File: src/hw/rtl/tlba_pkg.sv
`default_nettype none

package tlba_pkg;

  // Field widths
  localparam int unsigned PAGE_W  = 4;
  localparam int unsigned BLK_W   = 5;
  localparam int unsigned NBLK_W  = 6;
  localparam int unsigned SIZE_W  = 32;
  localparam int unsigned CFG_W   = 32;

  // Parameter defaults
  localparam int unsigned PAGES_DEFAULT      = 16;
  localparam int unsigned MAX_BLOCKS_DEFAULT = 32;

  // Register reset values
  localparam logic [NBLK_W-1:0] BPP_RESET   = NBLK_W'(32);
  localparam logic [SIZE_W-1:0] BSIZE_RESET = SIZE_W'(4096);

  typedef enum logic [2:0] {
    ST_OK           = 3'd0,
    ST_NO_SPACE     = 3'd1,
    ST_TOO_LARGE    = 3'd2,
    ST_BAD_INDEX    = 3'd3,
    ST_ALREADY_FREE = 3'd4
  } status_e;

  typedef enum logic [0:0] {
    CMD_ALLOC = 1'b0,
    CMD_FREE  = 1'b1
  } cmd_e;

  typedef enum logic [0:0] {
    CFG_BLOCKS_PER_PAGE = 1'b0,
    CFG_BLOCK_SIZE      = 1'b1
  } cfg_idx_e;

  // Page word memory request
  typedef struct packed {
    logic              rd_en;
    logic [PAGE_W-1:0] rd_addr;
    logic              wr_en;
    logic [PAGE_W-1:0] wr_addr;
  } mem_ctl_t;

  typedef struct packed {
    status_e          status;
    logic [PAGE_W-1:0] grant_page;
    logic [BLK_W-1:0]  grant_block;
    logic              page_claimed;
  } res_t;

endpackage

`default_nettype wire

File: src/hw/rtl/tlba_map_mem.sv
`default_nettype none

module tlba_map_mem
  import tlba_pkg::*;
#(
  parameter int unsigned PAGES      = PAGES_DEFAULT,
  parameter int unsigned MAX_BLOCKS = MAX_BLOCKS_DEFAULT
) (
  input  wire logic                  clk_i,
  input  wire logic                  rst_ni,
  input  wire mem_ctl_t              ctl_i,
  input  wire logic [MAX_BLOCKS-1:0] wr_data_i,
  output logic      [MAX_BLOCKS-1:0] rd_data_o
);

  localparam int unsigned PIDX_W = (PAGES > 1) ? $clog2(PAGES) : 1;

  logic [MAX_BLOCKS-1:0] mem [PAGES];
  logic [PAGES-1:0]      vld_q;
  logic [MAX_BLOCKS-1:0] rdata_q;
  logic                  rvld_q;

  always_ff @(posedge clk_i) begin
    if (ctl_i.wr_en) begin
      mem[ctl_i.wr_addr[PIDX_W-1:0]] <= wr_data_i;
    end
    // Hold read data until the next read
    if (ctl_i.rd_en) begin
      rdata_q <= mem[ctl_i.rd_addr[PIDX_W-1:0]];
    end
  end

  // Per-page written marks stand in for clearing the words at reset
  always_ff @(posedge clk_i or negedge rst_ni) begin
    if (!rst_ni) begin
      vld_q  <= '0;
      rvld_q <= 1'b0;
    end else begin
      if (ctl_i.wr_en) begin
        vld_q[ctl_i.wr_addr[PIDX_W-1:0]] <= 1'b1;
      end
      if (ctl_i.rd_en) begin
        rvld_q <= vld_q[ctl_i.rd_addr[PIDX_W-1:0]];
      end
    end
  end

  assign rd_data_o = rvld_q ? rdata_q : '0;

endmodule

`default_nettype wire

File: src/hw/rtl/tlba_ctrl.sv
`default_nettype none

module tlba_ctrl
  import tlba_pkg::*;
#(
  parameter int unsigned PAGES      = PAGES_DEFAULT,
  parameter int unsigned MAX_BLOCKS = MAX_BLOCKS_DEFAULT
) (
  input  wire logic                  clk_i,
  input  wire logic                  rst_ni,
  input  wire logic                  in_valid_i,
  output logic                       in_stall_o,
  input  wire logic                  cmd_i,
  input  wire logic [SIZE_W-1:0]     req_size_i,
  input  wire logic [SIZE_W-1:0]     req_align_i,
  input  wire logic [PAGE_W-1:0]     free_page_i,
  input  wire logic [BLK_W-1:0]      free_block_i,
  input  wire logic [NBLK_W-1:0]     nblk_i,
  input  wire logic [SIZE_W-1:0]     block_size_i,
  input  wire logic                  out_ready_i,
  output logic                       res_valid_o,
  output res_t                       res_o,
  output mem_ctl_t                   mem_ctl_o,
  output logic      [MAX_BLOCKS-1:0] mem_wr_data_o,
  input  wire logic [MAX_BLOCKS-1:0] mem_rd_data_i
);

  localparam int unsigned PIDX_W = (PAGES > 1) ? $clog2(PAGES) : 1;

  typedef enum logic {
    S_IDLE,
    S_EVAL
  } state_e;

  typedef enum logic [1:0] {
    OP_REJECT,
    OP_SCAN,
    OP_CLAIM,
    OP_FREE
  } op_e;

  state_e            state_q, state_d;
  op_e               op_q, op_d;
  status_e           rej_q, rej_d;
  logic [PAGE_W-1:0] page_q, page_d;
  logic [BLK_W-1:0]  blk_q, blk_d;
  logic [PAGES-1:0]  avail_q, avail_d;
  logic [PAGES-1:0]  in_use_q, in_use_d;
  logic [PAGES-1:0]  full_q, full_d;

  logic [MAX_BLOCKS-1:0] lmask;
  logic [MAX_BLOCKS-1:0] free_bits;
  logic [MAX_BLOCKS-1:0] new_word;
  logic [MAX_BLOCKS-1:0] blk_bit;
  logic [BLK_W-1:0]      free_blk;
  logic [PAGES-1:0]      avail_now;
  logic [PAGES-1:0]      unclaimed;
  logic [PAGE_W-1:0]     first_pg;
  logic [PAGE_W-1:0]     next_pg;
  logic [PAGE_W-1:0]     claim_pg;
  logic                  too_large;
  logic                  bad_index;

  always_comb begin
    for (int i = 0; i < MAX_BLOCKS; i++) begin
      lmask[i] = (NBLK_W'(i) < nblk_i);
    end
  end

  assign avail_now = in_use_q & ~full_q;
  assign unclaimed = ~in_use_q;
  assign free_bits = ~mem_rd_data_i & lmask;

  // Lowest-set searches
  always_comb begin
    first_pg = '0;
    next_pg  = '0;
    claim_pg = '0;
    for (int i = PAGES - 1; i >= 0; i--) begin
      if (avail_now[i]) first_pg = PAGE_W'(i);
      if (avail_q[i])   next_pg  = PAGE_W'(i);
      if (unclaimed[i]) claim_pg = PAGE_W'(i);
    end
  end

  always_comb begin
    free_blk = '0;
    for (int i = MAX_BLOCKS - 1; i >= 0; i--) begin
      if (free_bits[i]) free_blk = BLK_W'(i);
    end
  end

  assign too_large = (req_size_i > block_size_i) || (req_align_i > block_size_i);
  assign bad_index = ({1'b0, free_page_i} >= (PAGE_W + 1)'(PAGES)) ||
                     ({1'b0, free_block_i} >= nblk_i);

  assign in_stall_o = (state_q != S_IDLE);

  always_comb begin
    state_d       = state_q;
    op_d          = op_q;
    rej_d         = rej_q;
    page_d        = page_q;
    blk_d         = blk_q;
    avail_d       = avail_q;
    in_use_d      = in_use_q;
    full_d        = full_q;
    mem_ctl_o     = '0;
    mem_wr_data_o = '0;
    res_valid_o   = 1'b0;
    res_o         = '0;
    new_word      = '0;
    blk_bit       = '0;

    unique case (state_q)
      S_IDLE: begin
        if (in_valid_i) begin
          state_d = S_EVAL;
          page_d  = free_page_i;
          blk_d   = free_block_i;
          if (cmd_i == CMD_FREE) begin
            if (bad_index) begin
              op_d  = OP_REJECT;
              rej_d = ST_BAD_INDEX;
            end else begin
              op_d              = OP_FREE;
              mem_ctl_o.rd_en   = 1'b1;
              mem_ctl_o.rd_addr = free_page_i;
            end
          end else if (too_large) begin
            op_d  = OP_REJECT;
            rej_d = ST_TOO_LARGE;
          end else if (|avail_now) begin
            op_d              = OP_SCAN;
            page_d            = first_pg;
            avail_d           = avail_now & ~(PAGES'(1) << first_pg[PIDX_W-1:0]);
            mem_ctl_o.rd_en   = 1'b1;
            mem_ctl_o.rd_addr = first_pg;
          end else begin
            op_d = OP_CLAIM;
          end
        end
      end

      S_EVAL: begin
        unique case (op_q)
          OP_REJECT: begin
            if (out_ready_i) begin
              res_valid_o = 1'b1;
              res_o.status = rej_q;
              state_d     = S_IDLE;
            end
          end

          OP_SCAN: begin
            if (|free_bits) begin
              blk_bit  = MAX_BLOCKS'(1) << free_blk;
              new_word = mem_rd_data_i | blk_bit;
              if (out_ready_i) begin
                mem_ctl_o.wr_en   = 1'b1;
                mem_ctl_o.wr_addr = page_q;
                mem_wr_data_o     = new_word;
                if ((new_word & lmask) == lmask) begin
                  full_d[page_q[PIDX_W-1:0]] = 1'b1;
                end
                res_valid_o       = 1'b1;
                res_o.grant_page  = page_q;
                res_o.grant_block = free_blk;
                state_d           = S_IDLE;
              end
            end else if (|avail_q) begin
              // Stale page: no free block below the current count; try the next one
              page_d            = next_pg;
              avail_d           = avail_q & ~(PAGES'(1) << next_pg[PIDX_W-1:0]);
              mem_ctl_o.rd_en   = 1'b1;
              mem_ctl_o.rd_addr = next_pg;
            end else begin
              op_d = OP_CLAIM;
            end
          end

          OP_CLAIM: begin
            if (out_ready_i) begin
              res_valid_o = 1'b1;
              state_d     = S_IDLE;
              if (|unclaimed) begin
                // An unclaimed page holds an all-zero word
                mem_ctl_o.wr_en    = 1'b1;
                mem_ctl_o.wr_addr  = claim_pg;
                mem_wr_data_o      = MAX_BLOCKS'(1);
                in_use_d[claim_pg[PIDX_W-1:0]] = 1'b1;
                if (nblk_i == NBLK_W'(1)) begin
                  full_d[claim_pg[PIDX_W-1:0]] = 1'b1;
                end
                res_o.grant_page   = claim_pg;
                res_o.page_claimed = 1'b1;
              end else begin
                res_o.status = ST_NO_SPACE;
              end
            end
          end

          OP_FREE: begin
            blk_bit  = MAX_BLOCKS'(1) << blk_q;
            new_word = mem_rd_data_i & ~blk_bit;
            if (out_ready_i) begin
              res_valid_o = 1'b1;
              state_d     = S_IDLE;
              if ((mem_rd_data_i & blk_bit) == '0) begin
                res_o.status = ST_ALREADY_FREE;
              end else begin
                mem_ctl_o.wr_en   = 1'b1;
                mem_ctl_o.wr_addr = page_q;
                mem_wr_data_o     = new_word;
                full_d[page_q[PIDX_W-1:0]] = 1'b0;
              end
            end
          end

          default: begin
            state_d = S_IDLE;
          end
        endcase
      end

      default: begin
        state_d = S_IDLE;
      end
    endcase
  end

  always_ff @(posedge clk_i or negedge rst_ni) begin
    if (!rst_ni) begin
      state_q  <= S_IDLE;
      op_q     <= OP_REJECT;
      rej_q    <= ST_OK;
      avail_q  <= '0;
      in_use_q <= '0;
      full_q   <= '0;
    end else begin
      state_q  <= state_d;
      op_q     <= op_d;
      rej_q    <= rej_d;
      avail_q  <= avail_d;
      in_use_q <= in_use_d;
      full_q   <= full_d;
    end
  end

  always_ff @(posedge clk_i) begin
    page_q <= page_d;
    blk_q  <= blk_d;
  end

endmodule

`default_nettype wire

File: src/hw/rtl/two_level_bitmap_block_allocator_unit.sv
`default_nettype none

// Two-level bitmap block allocator. An allocate takes the lowest free block of the
// lowest claimed page that is not marked full, or else claims the lowest unclaimed
// page and grants its block 0; a free clears one block bit and the page's full mark.
// Page-claimed and page-full summaries sit in flops; the per-page block words sit in
// a single-port-read memory with registered read data that an item reads, modifies
// and writes back. An item is accepted, then evaluated and written back; each
// claimed page skipped because it has no free block below the current
// blocks_per_page adds a word read, and falling through to a page claim after
// such a scan adds another step. One item is in work at a time; the result
// register lets the next item be accepted while a result waits. Block words come
// out of reset as zero through per-page written marks, so there is no clearing pass.
// Write configuration only while the block is idle.
module two_level_bitmap_block_allocator_unit
  import tlba_pkg::*;
#(
  parameter int unsigned PAGES      = PAGES_DEFAULT,
  parameter int unsigned MAX_BLOCKS = MAX_BLOCKS_DEFAULT
) (
  input  wire logic              clk_i,
  input  wire logic              rst_ni,
  input  wire logic              cfg_we_i,
  input  wire logic              cfg_idx_i,
  input  wire logic [CFG_W-1:0]  cfg_wdata_i,
  input  wire logic              in_valid_i,
  output logic                   in_stall_o,
  input  wire logic              cmd_i,
  input  wire logic [SIZE_W-1:0] req_size_i,
  input  wire logic [SIZE_W-1:0] req_align_i,
  input  wire logic [PAGE_W-1:0] free_page_i,
  input  wire logic [BLK_W-1:0]  free_block_i,
  output logic                   out_valid_o,
  input  wire logic              out_stall_i,
  output logic [2:0]             status_o,
  output logic [PAGE_W-1:0]      grant_page_o,
  output logic [BLK_W-1:0]       grant_block_o,
  output logic                   page_claimed_o
);

  logic [NBLK_W-1:0] bpp_q;
  logic [SIZE_W-1:0] bsize_q;
  logic [NBLK_W-1:0] nblk;
  logic              out_valid_q;
  res_t              out_res_q;
  logic              out_ready;
  logic              res_valid;
  res_t              res;
  mem_ctl_t          mem_ctl;
  logic [MAX_BLOCKS-1:0] mem_wr_data;
  logic [MAX_BLOCKS-1:0] mem_rd_data;

  always_ff @(posedge clk_i or negedge rst_ni) begin
    if (!rst_ni) begin
      bpp_q   <= BPP_RESET;
      bsize_q <= BSIZE_RESET;
    end else if (cfg_we_i) begin
      unique case (cfg_idx_e'(cfg_idx_i))
        CFG_BLOCKS_PER_PAGE: bpp_q   <= cfg_wdata_i[NBLK_W-1:0];
        CFG_BLOCK_SIZE:      bsize_q <= cfg_wdata_i[SIZE_W-1:0];
        default: ;
      endcase
    end
  end

  // Zero acts as one, anything above the word width as the word width
  always_comb begin
    priority if (bpp_q == '0) begin
      nblk = NBLK_W'(1);
    end else if (bpp_q > NBLK_W'(MAX_BLOCKS)) begin
      nblk = NBLK_W'(MAX_BLOCKS);
    end else begin
      nblk = bpp_q;
    end
  end

  assign out_ready = !out_valid_q || !out_stall_i;

  tlba_ctrl #(
    .PAGES      (PAGES),
    .MAX_BLOCKS (MAX_BLOCKS)
  ) u_ctrl (
    .clk_i         (clk_i),
    .rst_ni        (rst_ni),
    .in_valid_i    (in_valid_i),
    .in_stall_o    (in_stall_o),
    .cmd_i         (cmd_i),
    .req_size_i    (req_size_i),
    .req_align_i   (req_align_i),
    .free_page_i   (free_page_i),
    .free_block_i  (free_block_i),
    .nblk_i        (nblk),
    .block_size_i  (bsize_q),
    .out_ready_i   (out_ready),
    .res_valid_o   (res_valid),
    .res_o         (res),
    .mem_ctl_o     (mem_ctl),
    .mem_wr_data_o (mem_wr_data),
    .mem_rd_data_i (mem_rd_data)
  );

  tlba_map_mem #(
    .PAGES      (PAGES),
    .MAX_BLOCKS (MAX_BLOCKS)
  ) u_map_mem (
    .clk_i     (clk_i),
    .rst_ni    (rst_ni),
    .ctl_i     (mem_ctl),
    .wr_data_i (mem_wr_data),
    .rd_data_o (mem_rd_data)
  );

  // Result register: load on a new result, drop after the transfer
  always_ff @(posedge clk_i or negedge rst_ni) begin
    if (!rst_ni) begin
      out_valid_q <= 1'b0;
    end else if (out_ready) begin
      out_valid_q <= res_valid;
    end
  end

  always_ff @(posedge clk_i) begin
    if (res_valid && out_ready) begin
      out_res_q <= res;
    end
  end

  assign out_valid_o    = out_valid_q;
  assign status_o       = out_res_q.status;
  assign grant_page_o   = out_res_q.grant_page;
  assign grant_block_o  = out_res_q.grant_block;
  assign page_claimed_o = out_res_q.page_claimed;

`ifndef SYNTH
  a_no_rw_overlap: assert property (@(posedge clk_i) disable iff (!rst_ni)
    !(mem_ctl.rd_en && mem_ctl.wr_en))
    else $error("page word read and write issued in the same cycle");

  a_res_slot_free: assert property (@(posedge clk_i) disable iff (!rst_ni)
    res_valid |-> out_ready)
    else $error("result produced while the result register is occupied");

  a_fail_no_grant: assert property (@(posedge clk_i) disable iff (!rst_ni)
    (out_valid_o && status_o != ST_OK) |->
      (grant_page_o == '0 && grant_block_o == '0 && !page_claimed_o))
    else $error("failed request carries a grant");

  a_claim_block0: assert property (@(posedge clk_i) disable iff (!rst_ni)
    (out_valid_o && page_claimed_o) |-> (grant_block_o == '0 && status_o == ST_OK))
    else $error("page claim did not grant block zero");
`endif

endmodule

`default_nettype wire
File: config.mk
export PLATFORM = sky130hd
export DESIGN_NAME = two_level_bitmap_block_allocator_unit
export DESIGN_NICKNAME = d
export VERILOG_FILES = /design/src/hw/rtl/tlba_pkg.sv /design/src/hw/rtl/tlba_map_mem.sv /design/src/hw/rtl/tlba_ctrl.sv /design/src/hw/rtl/two_level_bitmap_block_allocator_unit.sv
export SDC_FILE = /design/constraint.sdc
export NUM_CORES = 1
export LEC_CHECK = 0
export ABC_AREA = 1
export BUFFER_PORTS_ARGS = -buffer_cell sky130_fd_sc_hd__buf_4
export CAP_MARGIN = 20
export CORE_AREA = 2 2 177 310
export DETAILED_ROUTE_END_ITERATION = 10
export DIE_AREA = 0 0 179 312
export MAX_ROUTING_LAYER = met4
export PLACE_DENSITY = 0.88
export SYNTH_ARGS = -nofsm -noshare
export SYNTH_HDL_FRONTEND = slang
export SYNTH_SLANG_ARGS = --single-unit
File: constraint.sdc
create_clock -name clk_i -period 14.6 [get_ports clk_i]
set_clock_uncertainty 0.2 [all_clocks]
set_input_delay 1.46 -clock clk_i [delete_from_list [all_inputs] [get_ports clk_i]]
set_output_delay 1.46 -clock clk_i [all_outputs]
set_load 0.01 [all_outputs]
* Yosys cells after proc, flatten, opt, wreduce, memory -nomap -nowiden
Memory sizes are Yosys's and may differ from the RTL's. A register that Yosys moved wholly into a read port is not among the register bits. Cells that the tools add are included.
Cells by class: magnitude comparators 43, eq/ne operators 22, shifts and indexed selects 4, mux-type cells 175, bitwise logic cells 22, reductions and logical operators 29
Operators by type and width (number):
- 16-bit 2-to-1 mux | 15
- 5-bit 2-to-1 mux | 48
- 32-bit 2-to-1 mux | 7
- 4-bit 2-to-1 mux | 56
- 32-bit bitwise AND | 4
- 5-bit by 6-bit < comparator with 1-bit output, first input constant | 16
- 32-bit one-hot mux with 3 select lines | 1
- 16-bit inverter | 5
- 16-bit bitwise AND | 4
- 32-bit greater-than comparator | 2
- 32-bit inverter | 2
- 16-bit bitwise OR | 4
- 1-bit by 5-bit left shift with 32-bit output, first input constant | 2
- 4-bit by 6-bit < comparator with 1-bit output, first input constant | 8
- 16-bit one-hot mux with 3 select lines | 1
- 16-bit OR reduction | 3
- 32-bit equality test | 1
- 32-bit logical NOT | 1
- 32-bit bitwise OR | 1
- 16-bit one-hot mux with 2 select lines | 1
- 32-bit OR reduction | 1
- 1-bit by 4-bit left shift with 16-bit output, first input constant | 2
- 3-bit by 6-bit < comparator with 1-bit output, first input constant | 4
- 2-bit != test, second input constant | 11
- other kinds (37) | 95
Word-level totals: flip-flop bits (word level) 132, RAM bits 512, input port bits 112, output and inout port bits 15, word-level logic and storage cells 313, memories 1
Memory list:
- u_map_mem.mem | words 16, bits a word 32, read ports 1, clocked after Yosys merged registers in 1, wr ports 1, RTL line tlba_map_mem.sv:18 | logic [MAX_BLOCKS-1:0] mem [PAGES];

* Logic depth before layout (Yosys ltp)
Gate-level depths: netlist of run 1.
depth in word-level cells 45, gate-level depth with buffers 49, gate-level depth less buffers 47

* Hierarchy
From an unflattened synthesis of run 1, not the netlist that was laid out.
Second synthesis, totals: cells, all modules 3300, area, all modules 32339.8 µm²
By module, submodules not included:
- tlba_map_mem | instances 1, cells each 1686, area each 22018.6 µm², seq. area each 16761.1 µm²
- tlba_ctrl | instances 1, cells each 1422, area each 8326.7 µm², seq. area each 1596.5 µm²
- two_level_bitmap_block_allocator_unit | instances 1, cells each 192, area each 1994.4 µm², seq. area each 1368.8 µm²

* Worst setup path before layout of run 1
OpenSTA, ideal clock, no wires.
path kind register -> register, start register bpp_q[5], end memory u_map_mem.mem[0][0] (netlist bit) (enable), library setup time 0.463 ns, arrival 4.888 ns, required time 13.937 ns, path slack 9.050 ns, cell stages (with the launch flop) 21, clock period less this slack 5.550 ns, cell sequence dfstp_2 > buf_6 > inv_6 > nand3_2 > o21ai_0 > nand3_1 > inv_1 > or2_1 > nor3_1 > inv_1 > nor4_1 > nand2_1 > nor2_1 > nor2_1 > nand2_1 > inv_1 > nor2_1 > o21ai_0 > nand2_1 > nand2_1 > nor3_1
On the way: cells in the longest elaborated chain, start to end 11
Ends and longest elaborated chain:
- start: declaration | RTL line two_level_bitmap_block_allocator_unit.sv:41 | logic [NBLK_W-1:0] bpp_q;
- start signal: assignment | RTL line two_level_bitmap_block_allocator_unit.sv:59 | CFG_BLOCKS_PER_PAGE: bpp_q <= cfg_wdata_i[NBLK_W-1:0];
- 6-bit greater-than comparator | RTL line two_level_bitmap_block_allocator_unit.sv:70 | end else if (bpp_q > NBLK_W'(MAX_BLOCKS)) begin
- 6-bit 2-to-1 mux | RTL line two_level_bitmap_block_allocator_unit.sv:70
- 6-bit 2-to-1 mux * | RTL line two_level_bitmap_block_allocator_unit.sv:68 | priority if (bpp_q == '0) begin
- 1-bit by 6-bit < comparator with 1-bit output (tied with other cells) | RTL line tlba_ctrl.sv:66 | lmask[i] = (NBLK_W'(i) < nblk_i);
- 32-bit bitwise AND * | RTL line tlba_ctrl.sv:72 | assign free_bits = ~mem_rd_data_i & lmask;
- 32-bit OR reduction * | RTL line tlba_ctrl.sv:156 | if (|free_bits) begin
- 5-bit 2-to-1 mux * | RTL line tlba_ctrl.sv:156
- 5-bit one-hot mux with 3 select lines * | RTL line tlba_ctrl.sv:146 | unique case (op_q)
- 5-bit 2-to-1 mux * | RTL line tlba_ctrl.sv:115 | unique case (state_q)
- 1-bit 2-to-1 mux | RTL line tlba_map_mem.sv:24 | if (ctl_i.wr_en) begin
- 1-bit 2-to-1 mux (implied by the code) | RTL line tlba_map_mem.sv:25 | mem[ctl_i.wr_addr[PIDX_W-1:0]] <= wr_data_i;
- end: declaration | RTL line tlba_map_mem.sv:18
Mark *: on every way between the ends. The rest lies on a longest branch, timed or not.

* Final worst setup path of run 1
start input port req_align_i[9], end register u_map_mem.rdata_q[10], read port of u_map_mem.mem, data pin
On the way: cells in the longest elaborated chain, start to end 6
Ends and longest elaborated chain:
- start: declaration | RTL line two_level_bitmap_block_allocator_unit.sv:30 | input wire logic [SIZE_W-1:0] req_align_i,
- 32-bit greater-than comparator | RTL line tlba_ctrl.sv:93 | assign too_large = (req_size_i > block_size_i) || (req_align_i > block_size_i);
- 1-bit logical OR | RTL line tlba_ctrl.sv:93
- 5-bit 2-to-1 mux | RTL line tlba_ctrl.sv:130 | end else if (too_large) begin
- 5-bit 2-to-1 mux | RTL line tlba_ctrl.sv:121 | if (cmd_i == CMD_FREE) begin
- 5-bit 2-to-1 mux | RTL line tlba_ctrl.sv:117 | if (in_valid_i) begin
- 5-bit one-hot mux with 2 select lines | RTL line tlba_ctrl.sv:115
- end: declaration | RTL line tlba_map_mem.sv:20 | logic [MAX_BLOCKS-1:0] rdata_q;
Every way passes these cells. A chain may end at the register's enable or synchronous reset.

==> flow_summary.toml, run 1 <==
[run_status]
status = "completed"

[setup_path]
rr_startpoint = "bsize_q[9]"
r2r-end = "u_map_mem.rdata_q[10]"
path_buf_inv = 5
crit_path_end_kind = "register"
endpoint = "u_map_mem.rdata_q[10]"
worst-path-stages = 24
crit_family = "compound AO/OA/AOI/OAI gates"
crit_type = "input port to register"
required_ns = 14.75
rr_worst_depth = 24
rrSetupSlack_ns = 7.76
cp_cell_sequence = "buf_4, ha_1, a21oi_1, or2_2, a21oi_1, a2111oi_0, a21bo_2, a21oi_1, a31o_2, nand2_1, nor2_1, inv_1, nor2_1, nor2_1, nor2_1, nand3_1, nand2_4, inv_6, buf_4, buf_4, o21ai_0, o221ai_1, o211ai_1, nand2_1"
cpPeakStageDelay_ns = 0.82
worstPathMaxFanout = 109
cpMostUsedCell = "nor2_1"
crit_path_start_kind = "input port"
cp-startpoint = "req_align_i[9]"
critPathArrivalTime_ns = 7.52
cpMaxStageDelayCell = "a2111oi_0"

[clock_network]
clk_latency_ns = 0.62
cts_resized = 0
cts_hold_buf = 0
numCtsBuffers = 53
cts_max_level = 2
root_buffer = "clkbuf_16"
post_cts_buffers = 0
path_clk_slew_ns = 0.08
max-clock-path-buffers = 3
clock-sinks = 675
cts_tree = "done"

[synthesis]
syn_nets = 3279
synth_edf_count = 566
synth-seq-cells = 675
yosys_warnings = 0
synthMuxAreaShare_pct = 0
synth_async_sr_flop_share_pct = 16.1
synth-compound-area-share_pct = 14.7
synth-simple-area-share_pct = 15.2
avgSynthCellArea_um2 = 10.3
synthCells = 3093
syn_area_mm2 = 0.0318
synth_top_family_by_area = "simple AND/OR/NAND/NOR gates"
synthFlopType = "edfxtp_1"
synth_fa_ha_area_share_pct = 2.91
synthXorXnorAreaFrac_pct = 0
ys_seq_area_share_pct = 62.1
ys_types = 55

[sta]
fmax_mhz = 136
tns_ns = 0
tightest_slew_ns = 1.12
min_period_ns = 7.37
finalHoldViolations = 0
slew_headroom_pct = 25.6
setup_viol = 0
fin_crit_sh_pct = 50.5
rsz0062_at_grt = "no"
hold_slack_ns = 0.263
drv_slew = 0

[route]
drc = 0
dr.pass1.iters = 7
wl_mm = 91.9
ant_nets = 0
vias = 25300
post_drt_wl_per_cell_um = 23.7
drt_iter0_markers = 3496
vias_per_cell = 6.52

[layout]
final_core_util_pct = 66.2
nFillCells = 3757
ff_latch_area_mm2 = 0.0197
area_growth_pct = 10.6
nNetsFinal = 3346
n_antenna_cell = 0
final_cells = 3885
post-route-cell-area_mm2 = 0.0351
multi_input_area_mm2 = 0.0106
drive_above_1_share_pct = 10.4

[global_route]
first_global_vias = 24800
antenna_found_initial = 0
gr-usage-all-layers_pct = 33.5
grt_max_degree = 223
overflow = 0
grt_pass1_wl_mm = 137

[min_path]
hold_class = "register to register"

[place]
placed_area_mm2 = 0.0334
place.gp.congestion = 1.04
dp_hpwl_mm = 56.1
dp_cells = 3784
portBuffers = 126

[floorplan]
row_count = 112
start_util_pct = 59.8
dieWidth_um = 179
ios = 127
die_h_um = 312
core_area_mm2 = 0.0531
dieArea_mm2 = 0.0558

[power_and_ir_drop]
seqPwrFrac_pct = 46.0
p_int_mw = 3.44
switching_power_mw = 1.73
combPwrFrac_pct = 25.9
ir_worst_vdd_v = 0.0000873
p_leak_nw = 13.8
clock_power_share_pct = 28.1
p_per_area_mw_per_mm2 = 147
swShare_pct = 33.5

[job]
maxCapViolations = 0
-- worst reg2reg max path: cells and delay by family (launching register included) --
kind	cells	cell delay, ns
adder cells (fa/ha/maj)	1	0.26
flip-flops	1	0.36
buffers and inverters	5	1.62
AND/OR/NAND/NOR	9	1.58
AO/OA/AOI/OAI	9	2.57
-- sequential cells by signal, indices dropped and copies added, names as in the netlist, 3 cells and up --
signal and cells:
status_o 3, bpp_q 6, u_ctrl.full_q 16, u_ctrl.page_q 4
u_map_mem.rdata_q 32, bsize_q 32, u_map_mem.vld_q 16, u_map_mem.mem 512
u_ctrl.in_use_q 16, u_ctrl.blk_q 5, grant_page_o 4, u_ctrl.avail_q 16
grant_block_o 5
-- how the worst min path moves through the flow --
| stage | start | to | cells after the start |
|---|---|---|---|
| floorplan | u_ctrl.rej_q[1] | u_ctrl.rej_q[1] | 2 |
| global placement | u_ctrl.rej_q[1] | u_ctrl.rej_q[1] | 2 |
| detailed placement | u_ctrl.rej_q[1] | u_ctrl.rej_q[1] | 2 |
| CTS | u_ctrl.rej_q[1] | u_ctrl.rej_q[1] | 2 |
| global route | u_map_mem.vld_q[11] | u_map_mem.vld_q[11] | 1 |
| finish | u_ctrl.rej_q[1] | u_ctrl.rej_q[1] | 2 |
-- routing by layer --
layer  routed length, µm  global-route usage [%]  vias to the layer above  share of wire (%)
met3                9430                    6.46                      512                 10
met5                   0                       -                        -                  0
met1               30200                    36.9                    11900                 33
met2               45300                    54.8                     1815                 49
li1                    -                       -                    11200                  -
met4                6990                    21.9                        0                7.6
-- power by group through the flow --
stage,clock [mW],sequential [mW],combinational (mW)
2_1_floorplan,0,2.38,0.867
3_3_place_gp,0,2.41,1.24
3_5_place_dp,0,2.41,1.27
4_1_cts,1.46,2.37,1.29
5_1_grt,1.53,2.39,1.45
6_report,1.45,2.38,1.34
-- final cells by class --
type,instances,share of cell area [%]
Tap cell,684,2.44
Sequential cell,675,56.1
Clock inverter,34,0.940
Clock buffer,62,3.93
Inverter,255,2.76
Timing Repair Buffer,166,3.62
Multi-Input combinational cell,2009,30.2
-- logic make-up (layout without fill, tap and decap cells) --
group           Yosys count  in the layout
compound gates          789            789
fa+ha+maj                74             74
buf+inv                 409            517
flops                   675            675
simple gates           1146           1146
-- metrics by stage --
| step | total power [mW] | setup WS (ns) |
|---|---|---|
| after floorplan | 3.25 | 9.05 |
| after global placement | 3.65 | 7.50 |
| after detailed placement | 3.68 | 7.22 |
| after CTS | 5.12 | 7.62 |
| after global routing | 5.37 | 6.98 |
| final | 5.17 | 7.23 |
-- cells in the mapped netlist, drive strengths merged, types with 14 or more instances --
master	count	area, µm²
buf	24	146
o211ai	68	510
a31oi	21	131
o21ai	369	1850
o22ai	75	469
nor2	516	1980
dfrtp	107	2680
edfxtp	566	17000
nand4	30	200
nand2	407	1590
o221ai	72	631
nor4	14	87.6
or2	23	144
inv	246	928
a21oi	138	702
clkbuf	130	488
nor3	44	230
ha	74	926
nand3	109	588
-- cells in the final DEF (no fill, tap or decap), types with 8 or more instances in the layout --
master     count
a21oi_1      136
a31oi_1       21
buf_4        164
clkbuf_1       8
clkbuf_16     54
clkinv_1      24
clkinv_2       9
dfrtp_1      107
edfxtp_1     566
ha_1          74
inv_1        233
inv_2          9
nand2_1      395
nand3_1      102
nand4_1       28
nor2_1       489
nor2_2         9
nor2_4        18
nor3_1        41
nor4_1        14
o211ai_1      68
o21ai_0      362
o221ai_1      72
o22ai_1       75
or2_2         22
(Power assumes the default switching activity.)
==> inputs of run 2 (changes only) <==
==> constraint.sdc (replaced) <==
create_clock -name clk_i -period 7.4 [get_ports clk_i]
set_clock_uncertainty 0.2 [all_clocks]
set_input_delay 0.74 -clock clk_i [delete_from_list [all_inputs] [get_ports clk_i]]
set_output_delay 0.74 -clock clk_i [all_outputs]
set_load 0.01 [all_outputs]
==> flow_summary.toml, run 2 (synthesis results as in run 1) <==
[route]
post_drt_wl_per_cell_um = 22.9
ant_nets = 0
drc = 0
vias = 25100
drt_iter0_markers = 3292
wl_mm = 89.2
vias_per_cell = 6.46
dr.pass1.iters = 6

[clock_network]
clk_latency_ns = 0.62
max-clock-path-buffers = 3
post_cts_buffers = 0
cts_max_level = 2
cts_tree = "done"
root_buffer = "clkbuf_16"
numCtsBuffers = 52
path_clk_slew_ns = 0.08
clock-sinks = 675
cts_resized = 0
cts_hold_buf = 1

[floorplan]
row_count = 112
dieArea_mm2 = 0.0558
core_area_mm2 = 0.0531
die_h_um = 312
start_util_pct = 59.8
ios = 127
dieWidth_um = 179

[layout]
nNetsFinal = 3350
drive_above_1_share_pct = 10.8
area_growth_pct = 10.9
final_cell_mix = "edfxtp_1, nor2_1, nand2_1"
final_common_cell = "edfxtp_1"
largest_register_ffs = 512

[global_route]
grt_pass1_wl_mm = 136
overflow = 0
grt_max_degree = 265
gr-usage-all-layers_pct = 33.0
antenna_found_initial = 1
first_global_vias = 24600

[setup_path]
required_ns = 7.48
crit_type = "register to register"
crit_path_end_kind = "register"
worstPathMaxFanout = 22
critPathArrivalTime_ns = 5.80
crit_path_start_kind = "register"

[sta]
fmax_mhz = 175
finalHoldViolations = 0
setup_viol = 0
slew_headroom_pct = 20.4
rsz0062_at_grt = "no"
drv_slew = 0
tightest_slew_ns = 1.19
tns_ns = 0
worst_slack_ns = 1.68
hold_slack_ns = 0.112
min_period_ns = 5.72
fin_crit_sh_pct = 77.3

[power_and_ir_drop]
p_leak_nw = 13.8
p_per_area_mw_per_mm2 = 288
ir_worst_vdd_v = 0.000203
total_power_mw = 10.2

[place]
pre_cts_slack_ns = 1.67
portBuffers = 126
dp_hpwl_mm = 55.8
place.gp.congestion = 1.06

[run_status]
status = "completed"

[min_path]
hold_class = "input port to register"

[job]
maxCapViolations = 0
==> run 2: cell count changes in the layout (fill, tap and decap cells not counted), moves of 2 or more <==
cell        previous run  this run
clkinv_2               9        11
clkbuf_8               0         8
buf_4                164       162
clkinv_1              24        13
buf_12                 2         5
clkinvlp_4             2         4
bufinv_16              6         4
==> run 2: layout make-up <==
| type | instances | area [µm²] |
|---|---|---|
| fillers | 3787 | 17900 |
| clock buffers | 68 | 1440 |
| inverters | 255 | 968 |
| well taps | 684 | 856 |
| flip-flops and latches | 675 | 19700 |
| repair buffers | 171 | 1370 |
| multi-input cells | 2009 | 10600 |
| clock inverters | 26 | 248 |
| diodes | 1 | 2.50 |
==> run 2: worst max-delay path: stages, from the launching register on <==
cell     delay (ns)
dfstp_2        0.69
nor3_2         0.11
nand2_1        0.22
nand2_1        0.16
nor3_1         0.61
nor2_1         0.08
nand2_1        0.14
nor2_1         0.06
nand2_1        0.08
nor2_1         0.09
nor2_1         0.10
nand2_1        0.07
inv_1          0.61
nor2_1         0.20
o21ai_0        0.35
nand3_1        0.40
nor2_4         0.76
buf_4          0.44
==> run 2: routing by layer <==
metal	vias up	GRT usage (%)	share of wire (%)
met5	-	-	0
met4	0	22.0	7.5
met3	435	5.97	10
met2	1733	53.1	49
met1	11800	37.3	33
li1	11200	-	-
==> run 2: where the power goes <==
group          switching [mW]  internal (mW)  leakage, nW
Clock                    1.32           1.52        0.827
Sequential              0.192           4.50         6.81
Combinational            1.88          0.747         6.18
Total                    3.39           6.76         13.8
==> run 2: path summary, 6_finish.rpt <==
kind	depth (start not counted)	endpoint	start	slack, ns
min	1	u_ctrl.blk_q[0]	free_block_i[0]	0.11
min reg2reg	2	u_ctrl.rej_q[1]	u_ctrl.rej_q[1]	0.26
max reg2reg	17	u_map_mem.mem[2][31]	bpp_q[5]	1.68
max	17	u_map_mem.mem[2][31]	bpp_q[5]	1.68
min in group asynchronous	2	bsize_q[25]	rst_ni	0.50
max in group asynchronous	3	u_ctrl.in_use_q[1]	rst_ni	5.23
==> run 2: metrics by stage <==
step / instance area (µm²) / util [%] / std cells
2_1_floorplan: 31800 / - / 3093
3_3_place_gp: 33400 / 63.0 / 3786
3_5_place_dp: 33500 / 63.0 / 3788
4_1_cts: 35200 / 66.2 / 3883
5_1_grt: 35200 / 66.3 / 3889
6_report: 35200 / 66.3 / 3889
